<file path="config.mk">
export PLATFORM = sky130hd
export DESIGN_NAME = midi_note_echo_generator_flat
export DESIGN_NICKNAME = d
export VERILOG_FILES = /design/src/rtl/mneg_pkg.sv /design/src/rtl/mneg_if.sv /design/src/rtl/midi_note_echo_generator.sv /design/src/rtl/mneg_ctrl.sv /design/src/rtl/mneg_dpath.sv /design/src/flat_wrapper.sv
export SDC_FILE = /design/constraint.sdc
export NUM_CORES = 1
export LEC_CHECK = 0
export BUFFER_PORTS_ARGS = -buffer_cell sky130_fd_sc_hd__buf_4
export CAP_MARGIN = 40
export CORE_ASPECT_RATIO = 2
export CORE_UTILIZATION = 58
export CTS_CLUSTER_DIAMETER = 120
export CTS_CLUSTER_SIZE = 25
export DETAILED_ROUTE_END_ITERATION = 16
export PLACE_DENSITY_LB_ADDON = 0.1
export SYNTH_ARGS = -nofsm -noshare
export SYNTH_HDL_FRONTEND = slang
export SYNTH_SLANG_ARGS = --single-unit
</file>
<file path="constraint.sdc">
create_clock -name clk -period 7.9 [get_ports clk]
set_input_delay 0.79 -clock clk [delete_from_list [all_inputs] [get_ports clk]]
set_output_delay 0.79 -clock clk [all_outputs]
set_load 0.05 [all_outputs]
</file>
<file path="src/rtl/mneg_pkg.sv">
`timescale 1ns / 1ps
`default_nettype none

package mneg_pkg;

  // field widths
  localparam int TimeW    = 48;
  localparam int NoteW    = 7;
  localparam int CountW   = 6;
  localparam int IntvW    = 16;

  // configuration port
  localparam int CfgIdxW  = 1;
  localparam int CfgDataW = 16;

  localparam logic [CfgIdxW-1:0] RegEchoCount    = 1'd0;
  localparam logic [CfgIdxW-1:0] RegEchoInterval = 1'd1;

  localparam logic [CountW-1:0] EchoCountRst    = 6'd30;
  localparam logic [IntvW-1:0]  EchoIntervalRst = 16'd32;

  // velocity divider: one quotient bit per step
  localparam int DivSteps = NoteW;
  localparam int DivCntW  = 3;
  localparam logic [DivCntW-1:0] DivLast = DivCntW'(DivSteps - 1);

  // controller to datapath
  typedef struct packed {
    logic load;
    logic div_step;
    logic emit_first;
    logic emit_next;
  } cmd_t;

  // datapath to controller
  typedef struct packed {
    logic last;
  } stat_t;

endpackage

`default_nettype wire

</file>
<file path="src/rtl/mneg_if.sv">
`timescale 1ns / 1ps
`default_nettype none

// input event channel
interface mneg_evt_if
  import mneg_pkg::*;
();
  logic              valid;
  logic              ready;
  logic              is_note_on;
  logic [TimeW-1:0]  start_time;
  logic [NoteW-1:0]  note;
  logic [NoteW-1:0]  velocity;
  logic [TimeW-1:0]  duration;

  modport source (
    output valid, is_note_on, start_time, note, velocity, duration,
    input  ready
  );
  modport sink (
    input  valid, is_note_on, start_time, note, velocity, duration,
    output ready
  );
endinterface

// result channel
interface mneg_res_if
  import mneg_pkg::*;
();
  logic              valid;
  logic              ready;
  logic              out_is_note_on;
  logic [TimeW-1:0]  out_start_time;
  logic [NoteW-1:0]  out_note;
  logic [NoteW-1:0]  out_velocity;
  logic [TimeW-1:0]  out_duration;
  logic              last;

  modport source (
    output valid, out_is_note_on, out_start_time, out_note, out_velocity,
           out_duration, last,
    input  ready
  );
  modport sink (
    input  valid, out_is_note_on, out_start_time, out_note, out_velocity,
           out_duration, last,
    output ready
  );
endinterface

`default_nettype wire

</file>
<file path="src/rtl/midi_note_echo_generator.sv">
`timescale 1ns / 1ps
`default_nettype none
// MIDI note echo generator.
// in_evt takes one event per beat (valid/ready). A non-note-on event comes
// back unchanged as one result on out_evt. A note-on comes back as the
// original note followed by echo_count echoes, each one interval later, one
// semitone lower and with linearly decayed velocity; last marks the final
// result of every event.
// A pass-through result is valid the cycle after its input beat. A
// note-on first passes through the velocity divider (one quotient bit a cycle,
// v / (echo_count+1)), and its first result is valid after the last divide
// step; echoes then follow one per cycle while out_evt.ready is high.
// The block takes no new event until the last result of the current one is
// taken; in_evt.ready is high only when no result is pending.
// A stalled receiver simply holds the current result on out_evt.
// Reset (rst, synchronous) returns to idle and loads echo_count = 30 and
// echo_interval = 32. cfg_we/cfg_index/cfg_data write a register;
// write only while no event is in flight.
module midi_note_echo_generator
  import mneg_pkg::*;
#(
  parameter int MAX_ECHOES = 63
) (
  input  wire logic                clk,
  input  wire logic                rst,
  mneg_evt_if.sink                 in_evt,
  mneg_res_if.source               out_evt,
  input  wire logic                cfg_we,
  input  wire logic [CfgIdxW-1:0]  cfg_index,
  input  wire logic [CfgDataW-1:0] cfg_data
);

  cmd_t  cmd;
  stat_t stat;

  // sequencer
  mneg_ctrl u_ctrl (
    .clk           (clk),
    .rst           (rst),
    .in_valid      (in_evt.valid),
    .in_is_note_on (in_evt.is_note_on),
    .in_ready      (in_evt.ready),
    .out_valid     (out_evt.valid),
    .out_ready     (out_evt.ready),
    .cmd           (cmd),
    .stat          (stat)
  );

  // arithmetic and result register
  mneg_dpath #(
    .MAX_ECHOES (MAX_ECHOES)
  ) u_dpath (
    .clk            (clk),
    .rst            (rst),
    .cmd            (cmd),
    .stat           (stat),
    .cfg_we         (cfg_we),
    .cfg_index      (cfg_index),
    .cfg_data       (cfg_data),
    .in_is_note_on  (in_evt.is_note_on),
    .in_start_time  (in_evt.start_time),
    .in_note        (in_evt.note),
    .in_velocity    (in_evt.velocity),
    .in_duration    (in_evt.duration),
    .out_is_note_on (out_evt.out_is_note_on),
    .out_start_time (out_evt.out_start_time),
    .out_note       (out_evt.out_note),
    .out_velocity   (out_evt.out_velocity),
    .out_duration   (out_evt.out_duration),
    .last           (out_evt.last)
  );

endmodule

`default_nettype wire

</file>
<file path="src/rtl/mneg_ctrl.sv">
`timescale 1ns / 1ps
`default_nettype none

module mneg_ctrl
  import mneg_pkg::*;
(
  input  wire logic  clk,
  input  wire logic  rst,
  input  wire logic  in_valid,
  input  wire logic  in_is_note_on,
  output logic       in_ready,
  output logic       out_valid,
  input  wire logic  out_ready,
  output cmd_t       cmd,
  input  wire stat_t stat
);

  localparam logic [1:0] StIdle = 2'd0;
  localparam logic [1:0] StDiv  = 2'd1;
  localparam logic [1:0] StEmit = 2'd2;

  logic [1:0]         state, state_next;
  logic [DivCntW-1:0] div_cnt, div_cnt_next;

  assign in_ready  = (state == StIdle);
  assign out_valid = (state == StEmit);

  // sequencing
  always_comb begin
    state_next   = state;
    div_cnt_next = div_cnt;
    cmd          = '0;
    unique case (state)
      StIdle: begin
        if (in_valid) begin
          cmd.load     = 1'b1;
          div_cnt_next = '0;
          state_next   = in_is_note_on ? StDiv : StEmit;
        end
      end
      StDiv: begin
        cmd.div_step = 1'b1;
        div_cnt_next = div_cnt + 1'b1;
        if (div_cnt == DivLast) begin
          cmd.emit_first = 1'b1;
          state_next     = StEmit;
        end
      end
      StEmit: begin
        if (out_ready) begin
          if (stat.last) begin
            state_next = StIdle;
          end else begin
            cmd.emit_next = 1'b1;
          end
        end
      end
      default: begin
        state_next = StIdle;
      end
    endcase
  end

  // state registers
  always_ff @(posedge clk) begin
    if (rst) begin
      state   <= StIdle;
      div_cnt <= '0;
    end else begin
      state   <= state_next;
      div_cnt <= div_cnt_next;
    end
  end

endmodule

`default_nettype wire

</file>
<file path="src/rtl/mneg_dpath.sv">
`timescale 1ns / 1ps
`default_nettype none

module mneg_dpath
  import mneg_pkg::*;
#(
  parameter int MAX_ECHOES = 63
) (
  input  wire logic                clk,
  input  wire logic                rst,
  input  wire cmd_t                cmd,
  output stat_t                    stat,
  // configuration writes
  input  wire logic                cfg_we,
  input  wire logic [CfgIdxW-1:0]  cfg_index,
  input  wire logic [CfgDataW-1:0] cfg_data,
  // incoming event
  input  wire logic                in_is_note_on,
  input  wire logic [TimeW-1:0]    in_start_time,
  input  wire logic [NoteW-1:0]    in_note,
  input  wire logic [NoteW-1:0]    in_velocity,
  input  wire logic [TimeW-1:0]    in_duration,
  // current result
  output logic                     out_is_note_on,
  output logic [TimeW-1:0]         out_start_time,
  output logic [NoteW-1:0]         out_note,
  output logic [NoteW-1:0]         out_velocity,
  output logic [TimeW-1:0]         out_duration,
  output logic                     last
);

  localparam logic [CountW-1:0] MaxEchoes = CountW'(MAX_ECHOES);

  // configuration
  logic [CountW-1:0] echo_count;
  logic [IntvW-1:0]  echo_interval;

  // held event
  logic [CountW-1:0] n;
  logic [IntvW-1:0]  iv;
  logic [NoteW-1:0]  vel;
  logic [TimeW-1:0]  dur;
  logic [TimeW-1:0]  dur_cap;
  logic [CountW-1:0] idx;

  // divider: dvd ends as v / (n+1), rem as v mod (n+1)
  logic [NoteW-1:0]  dvd;
  logic [NoteW-1:0]  rem;
  logic [NoteW-1:0]  divisor;

  // running floor(j*v/(n+1)) as quotient and remainder
  logic [NoteW-1:0]  acc_q;
  logic [NoteW-1:0]  acc_r;

  logic [CountW-1:0] n_load;
  logic [NoteW:0]    rem_sh;
  logic              rem_ge;
  logic [NoteW-1:0]  rem_next;
  logic [NoteW-1:0]  r_sum;
  logic              r_wrap;
  logic [NoteW-1:0]  r_new;
  logic [NoteW-1:0]  q_new;
  logic [TimeW:0]    start_sum;
  logic [TimeW-1:0]  start_new;
  logic              echo_last;

  assign stat.last = last;

  // config register writes
  always_ff @(posedge clk) begin
    if (rst) begin
      echo_count    <= EchoCountRst;
      echo_interval <= EchoIntervalRst;
    end else if (cfg_we) begin
      case (cfg_index)
        RegEchoCount:    echo_count    <= cfg_data[CountW-1:0];
        RegEchoInterval: echo_interval <= cfg_data[IntvW-1:0];
        default: ;
      endcase
    end
  end

  // echo count limited to the build maximum
  assign n_load = (echo_count > MaxEchoes) ? MaxEchoes : echo_count;

  // restoring divide step
  assign rem_sh   = {rem, dvd[NoteW-1]};
  assign rem_ge   = rem_sh >= {1'b0, divisor};
  assign rem_next = rem_ge ? NoteW'(rem_sh - {1'b0, divisor}) : rem_sh[NoteW-1:0];

  // next echo arithmetic
  assign r_sum     = acc_r + rem;
  assign r_wrap    = r_sum >= divisor;
  assign r_new     = r_wrap ? (r_sum - divisor) : r_sum;
  assign q_new     = acc_q + dvd + NoteW'(r_wrap);
  assign start_sum = {1'b0, out_start_time} + (TimeW + 1)'(iv);
  assign start_new = start_sum[TimeW] ? {TimeW{1'b1}} : start_sum[TimeW-1:0];
  assign echo_last = ({1'b0, idx} + 1'b1) == {1'b0, n};

  // event hold, divider and result registers
  always_ff @(posedge clk) begin
    if (cmd.load) begin
      n       <= n_load;
      iv      <= echo_interval;
      vel     <= in_velocity;
      dur     <= in_duration;
      dur_cap <= (in_duration > TimeW'(echo_interval)) ? TimeW'(echo_interval)
                                                       : in_duration;
      divisor <= NoteW'(n_load) + 1'b1;
      dvd     <= in_velocity;
      rem     <= '0;
      acc_q   <= '0;
      acc_r   <= '0;
      idx     <= '0;
      // pass-through result, replaced later for a note-on
      out_is_note_on <= in_is_note_on;
      out_start_time <= in_start_time;
      out_note       <= in_note;
      out_velocity   <= in_velocity;
      out_duration   <= in_duration;
      last           <= 1'b1;
    end
    if (cmd.div_step) begin
      dvd <= {dvd[NoteW-2:0], rem_ge};
      rem <= rem_next;
    end
    // original note
    if (cmd.emit_first) begin
      out_velocity <= vel;
      out_duration <= (n >= CountW'(2)) ? dur_cap : dur;
      last         <= (n == '0);
    end
    // one echo further on
    if (cmd.emit_next) begin
      idx            <= idx + 1'b1;
      acc_q          <= q_new;
      acc_r          <= r_new;
      out_start_time <= start_new;
      out_note       <= (out_note == '0) ? '0 : out_note - 1'b1;
      out_velocity   <= vel - q_new;
      out_duration   <= (idx == '0 && n < CountW'(3)) ? dur : dur_cap;
      last           <= echo_last;
    end
  end

endmodule

`default_nettype wire

</file>
<file path="src/flat_wrapper.sv">
// flat-port wrapper written by rule: the top's interface ports become plain ports
module midi_note_echo_generator_flat import mneg_pkg::*;
#(
  parameter int MAX_ECHOES = 63
)
  (clk, rst, cfg_we, cfg_index, cfg_data, in_evt_valid, in_evt_is_note_on, in_evt_start_time, in_evt_note, in_evt_velocity, in_evt_duration, in_evt_ready, out_evt_valid, out_evt_out_is_note_on, out_evt_out_start_time, out_evt_out_note, out_evt_out_velocity, out_evt_out_duration, out_evt_last, out_evt_ready);
  mneg_evt_if in_evt_i ();
  mneg_res_if out_evt_i ();
  input  wire logic clk;
  input  wire logic rst;
  input  wire logic cfg_we;
  input  wire logic [CfgIdxW-1:0] cfg_index;
  input  wire logic [CfgDataW-1:0] cfg_data;
  input wire logic [$bits(in_evt_i.valid)-1:0] in_evt_valid;
  input wire logic [$bits(in_evt_i.is_note_on)-1:0] in_evt_is_note_on;
  input wire logic [$bits(in_evt_i.start_time)-1:0] in_evt_start_time;
  input wire logic [$bits(in_evt_i.note)-1:0] in_evt_note;
  input wire logic [$bits(in_evt_i.velocity)-1:0] in_evt_velocity;
  input wire logic [$bits(in_evt_i.duration)-1:0] in_evt_duration;
  output wire logic [$bits(in_evt_i.ready)-1:0] in_evt_ready;
  output wire logic [$bits(out_evt_i.valid)-1:0] out_evt_valid;
  output wire logic [$bits(out_evt_i.out_is_note_on)-1:0] out_evt_out_is_note_on;
  output wire logic [$bits(out_evt_i.out_start_time)-1:0] out_evt_out_start_time;
  output wire logic [$bits(out_evt_i.out_note)-1:0] out_evt_out_note;
  output wire logic [$bits(out_evt_i.out_velocity)-1:0] out_evt_out_velocity;
  output wire logic [$bits(out_evt_i.out_duration)-1:0] out_evt_out_duration;
  output wire logic [$bits(out_evt_i.last)-1:0] out_evt_last;
  input wire logic [$bits(out_evt_i.ready)-1:0] out_evt_ready;
  assign in_evt_i.valid = in_evt_valid;
  assign in_evt_i.is_note_on = in_evt_is_note_on;
  assign in_evt_i.start_time = in_evt_start_time;
  assign in_evt_i.note = in_evt_note;
  assign in_evt_i.velocity = in_evt_velocity;
  assign in_evt_i.duration = in_evt_duration;
  assign in_evt_ready = in_evt_i.ready;
  assign out_evt_valid = out_evt_i.valid;
  assign out_evt_out_is_note_on = out_evt_i.out_is_note_on;
  assign out_evt_out_start_time = out_evt_i.out_start_time;
  assign out_evt_out_note = out_evt_i.out_note;
  assign out_evt_out_velocity = out_evt_i.out_velocity;
  assign out_evt_out_duration = out_evt_i.out_duration;
  assign out_evt_last = out_evt_i.last;
  assign out_evt_i.ready = out_evt_ready;
  midi_note_echo_generator #(.MAX_ECHOES(MAX_ECHOES)) u_core (.clk(clk), .rst(rst), .in_evt(in_evt_i), .out_evt(out_evt_i), .cfg_we(cfg_we), .cfg_index(cfg_index), .cfg_data(cfg_data));
endmodule
</file>
After elaboration in Yosys (flattened, before gate mapping):

Cells that the tools add are included.

* register bits: 305
* input port bits: 133
* output and inout port bits: 114
* logic and storage cells: 105

* add/subtract/negate cells: 12
* order comparisons: 6
* eq/ne operators: 8
* multiplexer cells: 43
* bitwise logic cells: 1
* reduce and logical (&&, ||, !) cells: 13

Operators with widths (count)
* 48-bit 2-to-1 mux: 8
* 7-bit 2-to-1 mux: 13
* 48-bit by 16-bit adder with 49-bit output: 1
* 48-bit by 16-bit > comparator with 1-bit output: 1
* 7-bit subtractor: 3
* 6-bit 2-to-1 mux: 3
* 16-bit 2-to-1 mux: 1
* 6-bit by 1-bit adder with 7-bit output (second input constant): 2
* 7-bit adder: 2
* 6-bit logical NOT: 2
* 2-bit 2-to-1 mux: 6
* 1-bit 2-to-1 mux: 9
* 8-bit by 7-bit greater-or-equal comparator with 1-bit output: 1
* 7-bit by 1-bit adder with 7-bit output: 1
* 7-bit by 6-bit equality test with 1-bit output: 1
* 7-bit greater-or-equal comparator: 1
* 7-bit logical NOT: 1
* 7-bit by 1-bit subtractor with 7-bit output (second input constant): 1
* 6-bit by 1-bit adder with 6-bit output (second input constant): 1
* 6-bit by 2-bit greater-or-equal comparator with 1-bit output (second input constant): 1
* 6-bit > comparator (second input constant): 1
* 6-bit by 2-bit less-than comparator with 1-bit output (second input constant): 1
* 2-bit case mux with 3 select lines: 1
* 3-bit case mux with 2 select lines: 1
* other kinds (14): 20

Depth between registers and ports, before layout:

* depth after elaboration: 5
* gate-level depth with buffers: 25

By module:

From an unflattened synthesis, not the netlist that was laid out.

* cell total of the unflattened synthesis: 1518
* area total of the unflattened synthesis: 16443.3 um^2

Modules (own cells, without submodules)
* mneg_dpath: instances 1, cells an instance 1484, area each 16139.2 um^2
* mneg_ctrl: instances 1, cells an instance 34, area each 304.0 um^2

Worst setup path before layout:

No wires, ideal clock.

* path kind: flip-flop to flip-flop
* from: register u_core.u_dpath.rem[0]
* to: register u_core.u_dpath.out_velocity[6] (data pin)
* library setup time: 158 ps
* data arrival time: 5063 ps
* slack: 2679 ps
* stages on the path, launching flop included: 21
* buffers on the path: 0
* clock period less this slack: 5221 ps
* cells stage by stage: edfxtp_1 > ha_1 > inv_1 > fa_1 > inv_1 > ha_1 > nor2b_1 > o21a_1 > o21a_1 > o31a_1 > o31a_1 > nor2_2 > fa_1 > fa_1 > fa_1 > maj3_1 > a21o_1 > o211ai_1 > a21oi_1 > or2_2 > o211ai_1

* cells in the longest elaborated chain, start to end: 5

RTL lines
* start: declaration: RTL line mneg_dpath.sv:48 `logic [NoteW-1:0] rem;`
* start signal: assignment: RTL line mneg_dpath.sv:125 `rem <= rem_next;`
* 7-bit adder: RTL line mneg_dpath.sv:92 `assign r_sum = acc_r + rem;`
* 7-bit greater-or-equal comparator: RTL line mneg_dpath.sv:93 `assign r_wrap = r_sum >= divisor;`
* 7-bit by 1-bit adder with 7-bit output: RTL line mneg_dpath.sv:95 `assign q_new = acc_q + dvd + NoteW'(r_wrap);`
* 7-bit subtractor: RTL line mneg_dpath.sv:140 `out_velocity <= vel - q_new;`
* 7-bit 2-to-1 mux: RTL line mneg_dpath.sv:134 `if (cmd.emit_next) begin`
* end signal: assignment: RTL line mneg_dpath.sv:119 `out_velocity <= in_velocity;`
* end signal: assignment: RTL line mneg_dpath.sv:129 `out_velocity <= vel;`
* end signal: assignment: RTL line mneg_dpath.sv:140
* end: declaration: RTL line mneg_dpath.sv:27 `output logic [NoteW-1:0] out_velocity,`

Every way passes these cells.
A chain may end at the register's enable or synchronous reset.

Worst setup path after layout:

Same ends and word-level chain as after synthesis.

==> results.cfg <==
[status]
outcome = complete, no violations

[floorplan]
die_y_um = 239
dieArea_um2 = 28800
coreArea_um2 = 27500
start_util = 0.591
ioPinCount = 247
die_x_um = 120
row_count = 86

[clock_tree]
cts_buffers = 16
ctsResizeCount = 0
cts_hold_buffers = 0
clkTransAtPathRegs_ns = 0.10
cts_root_buffer = clkbuf_16
postCtsSetupRepairBufs = 0
cts_tree = done
clk_latency_ns = 0.52
cts.sinks = 305
cts_max_level = 1
cts_max_path_buffers = 3

[placed_design]
dp_hpwl_um = 29100
post-place-cells = 2070
port-buffer-count = 246
preCtsSetupSlack_ns = 2.22
gp_congestion = 0.904

[grt]
grt_util_all_layers = 0.280
overflow = 0
grt_antenna_before_repair = 1
grt_first_pass_wirelength_um = 63300
grt_pass1_vias = 12770
grt_max_degree = 80

[logic_synthesis]
yosysSeqAreaShare = 0.546
yosysWarnings = 0
synth-main-ff-cell = edfxtp_1
yosysTopAreaCell = edfxtp_1
synthTopCellsByArea = edfxtp_1 51%, ha_1 5.2%, nand2_1 4.8%
synth_edf_count = 278
postSynth.asyncResetShare = 0
ys_ff_latch = 305
synth_common_cells = 278 x edfxtp_1, 206 x nand2_1, 149 x nor2_1
synth_top_area_share = 0.513
avgSynthCellArea_um2 = 10.8
syn_area_um2 = 16300
synth_cells = 1501
synth_cell_type_count = 70
yosysMostFrequentCell = edfxtp_1

[sta]
maxSlewViolCount = 0
setup_ws_ns = 2.20
tns_ns = 0
worst_slew_pin_slew_ns = 0.869
fmax_ghz = 0.175
finalSetupViolCount = 0
skew_ns = 0.0324
layout_min_cycle_time_ns = 5.70
timing.slew.headroom = 0.420
final-hold-violation-count = 0
rsz0062_at_grt = no
fin_crit_sh = 0.722

[critical_path]
crit_path_top_delay_cell = fa_1
cp_common_cell = fa_1
crit_type = register to register
path_max_fanout = 7
critical_path.max_stage_delay_ns = 0.49
crit_chain = ha_1, inv_1, fa_1, nor2b_1, o21ai_0, a21boi_0, nor2_1, ha_1, o21a_1, o31a_1, o31a_1, nor2_2, fa_1, fa_1, fa_1, maj3_1, a21o_1, o211ai_1, a21oi_1, or2_2, o211ai_1
cp.arrival_ns = 6.07
crit_path_end_kind = register
crit_required_ns = 8.27
cp-start-kind = register

[layout]
syn2layout_area_growth_pct = 17.5
drive_gt1_frac = 0.189
fill_cells = 2130
nets = 1943
regArea_um2 = 8890
multi_input_area_um2 = 6990
instances_no_fill = 2098

[route]
avgRoutedWirePerCell_um = 19.2
drt_iter0_drc = 855
ant_nets = 0
via_per_inst = 5.96
firstDrtPassIters = 5
drc = 0
num_vias = 12508
drt_wl_total_um = 40200

[job]
max_cap_violations = 0

[power]
p_per_area_nw_per_um2 = 196
ir_drop_mv = 0.199
p_leak_nw = 7.30

[worst_hold_path]
min_path_type = primary input to register
-- worst paths after layout --
| kind | slack, ns | start | to | depth (start not counted) |
|---|---|---|---|---|
| worst min-delay path | 0.47 | in_evt_duration[18] | u_core.u_dpath.dur[18]$_DFFE_PP_ | 1 |
| worst min register to register | 0.51 | u_core.u_dpath.echo_interval[7]$_SDFFE_PP0P_ | u_core.u_dpath.echo_interval[7]$_SDFFE_PP0P_ | 2 |
| worst max register to register | 2.20 | u_core.u_dpath.rem[0]$_SDFFCE_PN0P_ | u_core.u_dpath.out_velocity[6]$_DFFE_PP_ | 21 |
| worst max-delay path | 2.20 | u_core.u_dpath.rem[0]$_SDFFCE_PN0P_ | u_core.u_dpath.out_velocity[6]$_DFFE_PP_ | 21 |
-- flip-flops by register name (all words and copies together), names as in the netlist, 16 cells and up --
name                           cells
u_core.u_dpath.iv                 16
u_core.u_dpath.echo_interval      16
u_core.u_dpath.dur                48
u_core.u_dpath.out_duration       48
u_core.u_dpath.dur_cap            48
u_core.u_dpath.out_start_time     48
-- placed cells by master (no fill, tap or decap), types with 12 or more instances in the layout --
| cell | n |
|---|---|
| a211oi_1 | 56 |
| a21o_1 | 14 |
| a21oi_1 | 96 |
| a31oi_1 | 60 |
| and3_1 | 16 |
| buf_4 | 256 |
| clkbuf_16 | 17 |
| conb_1 | 32 |
| dfxtp_1 | 27 |
| edfxtp_1 | 278 |
| ha_1 | 67 |
| inv_1 | 61 |
| mux2_2 | 18 |
| mux2i_1 | 57 |
| nand2_1 | 205 |
| nand2b_1 | 12 |
| nand3_1 | 22 |
| nand4_1 | 16 |
| nor2_1 | 148 |
| nor2b_1 | 12 |
| nor3_1 | 15 |
| o21ai_0 | 37 |
| xnor2_1 | 49 |
| xor2_1 | 27 |
-- per-layer routing --
metal,GRT usage,share of wire,vias to the layer above
met5,0,0,-
met4,0.142,0.048,0
met3,0.0417,0.053,103
met2,0.537,0.55,401
met1,0.288,0.35,6082
li1,-,-,5922
-- cell families after synthesis --
family	count (synthesis)	synth area share
flip-flops	305	0.546
buffers and inverters	139	0.0344
AO/OA/AOI/OAI	325	0.130
other	1	0.000230
XOR/XNOR	76	0.0409
AND/OR/NAND/NOR	505	0.140
multiplexers	75	0.0475
adder cells (fa/ha/maj)	75	0.0607
-- worst max-delay path, delay by kind of cell, from the launching register on --
family          cells  cell delay [ns]
fa+ha+maj           7             2.56
compound gates      9             1.66
simple gates        4             0.86
buf+inv             1             0.06
flops               1             0.41
-- cell type report --
cell class | count | share of cell area
well taps | 352 | 0.0230
inverters | 62 | 0.0123
clock buffers | 26 | 0.0240
flip-flops and latches | 305 | 0.465
multi-input cells | 1088 | 0.366
diodes | 1 | 0.000131
clock inverters | 1 | 0.00105
repair buffers | 263 | 0.109
-- report_power, final --
part	total [mW]	internal, mW	switching [mW]
clock network	0.930	0.412	0.518
registers	1.98	1.90	0.0763
logic	0.837	0.321	0.516
total	3.74	2.63	1.11
-- metrics by stage --
| step | total power [mW] | instance area, um2 | util | hold slack, ns |
|---|---|---|---|---|
| after global routing | 3.90 | 19100 | 0.694 | 0.449 |
| after detailed placement | 2.85 | 18600 | 0.677 | 0.487 |
| after CTS | 3.76 | 19100 | 0.694 | 0.456 |
| after global placement | 2.82 | 18500 | 0.671 | 0.480 |
| after floorplan | 2.58 | 16400 | - | 0.448 |
| final | 3.74 | 19100 | 0.694 | 0.470 |
No activity file was read; power rests on OpenSTA's default activity.
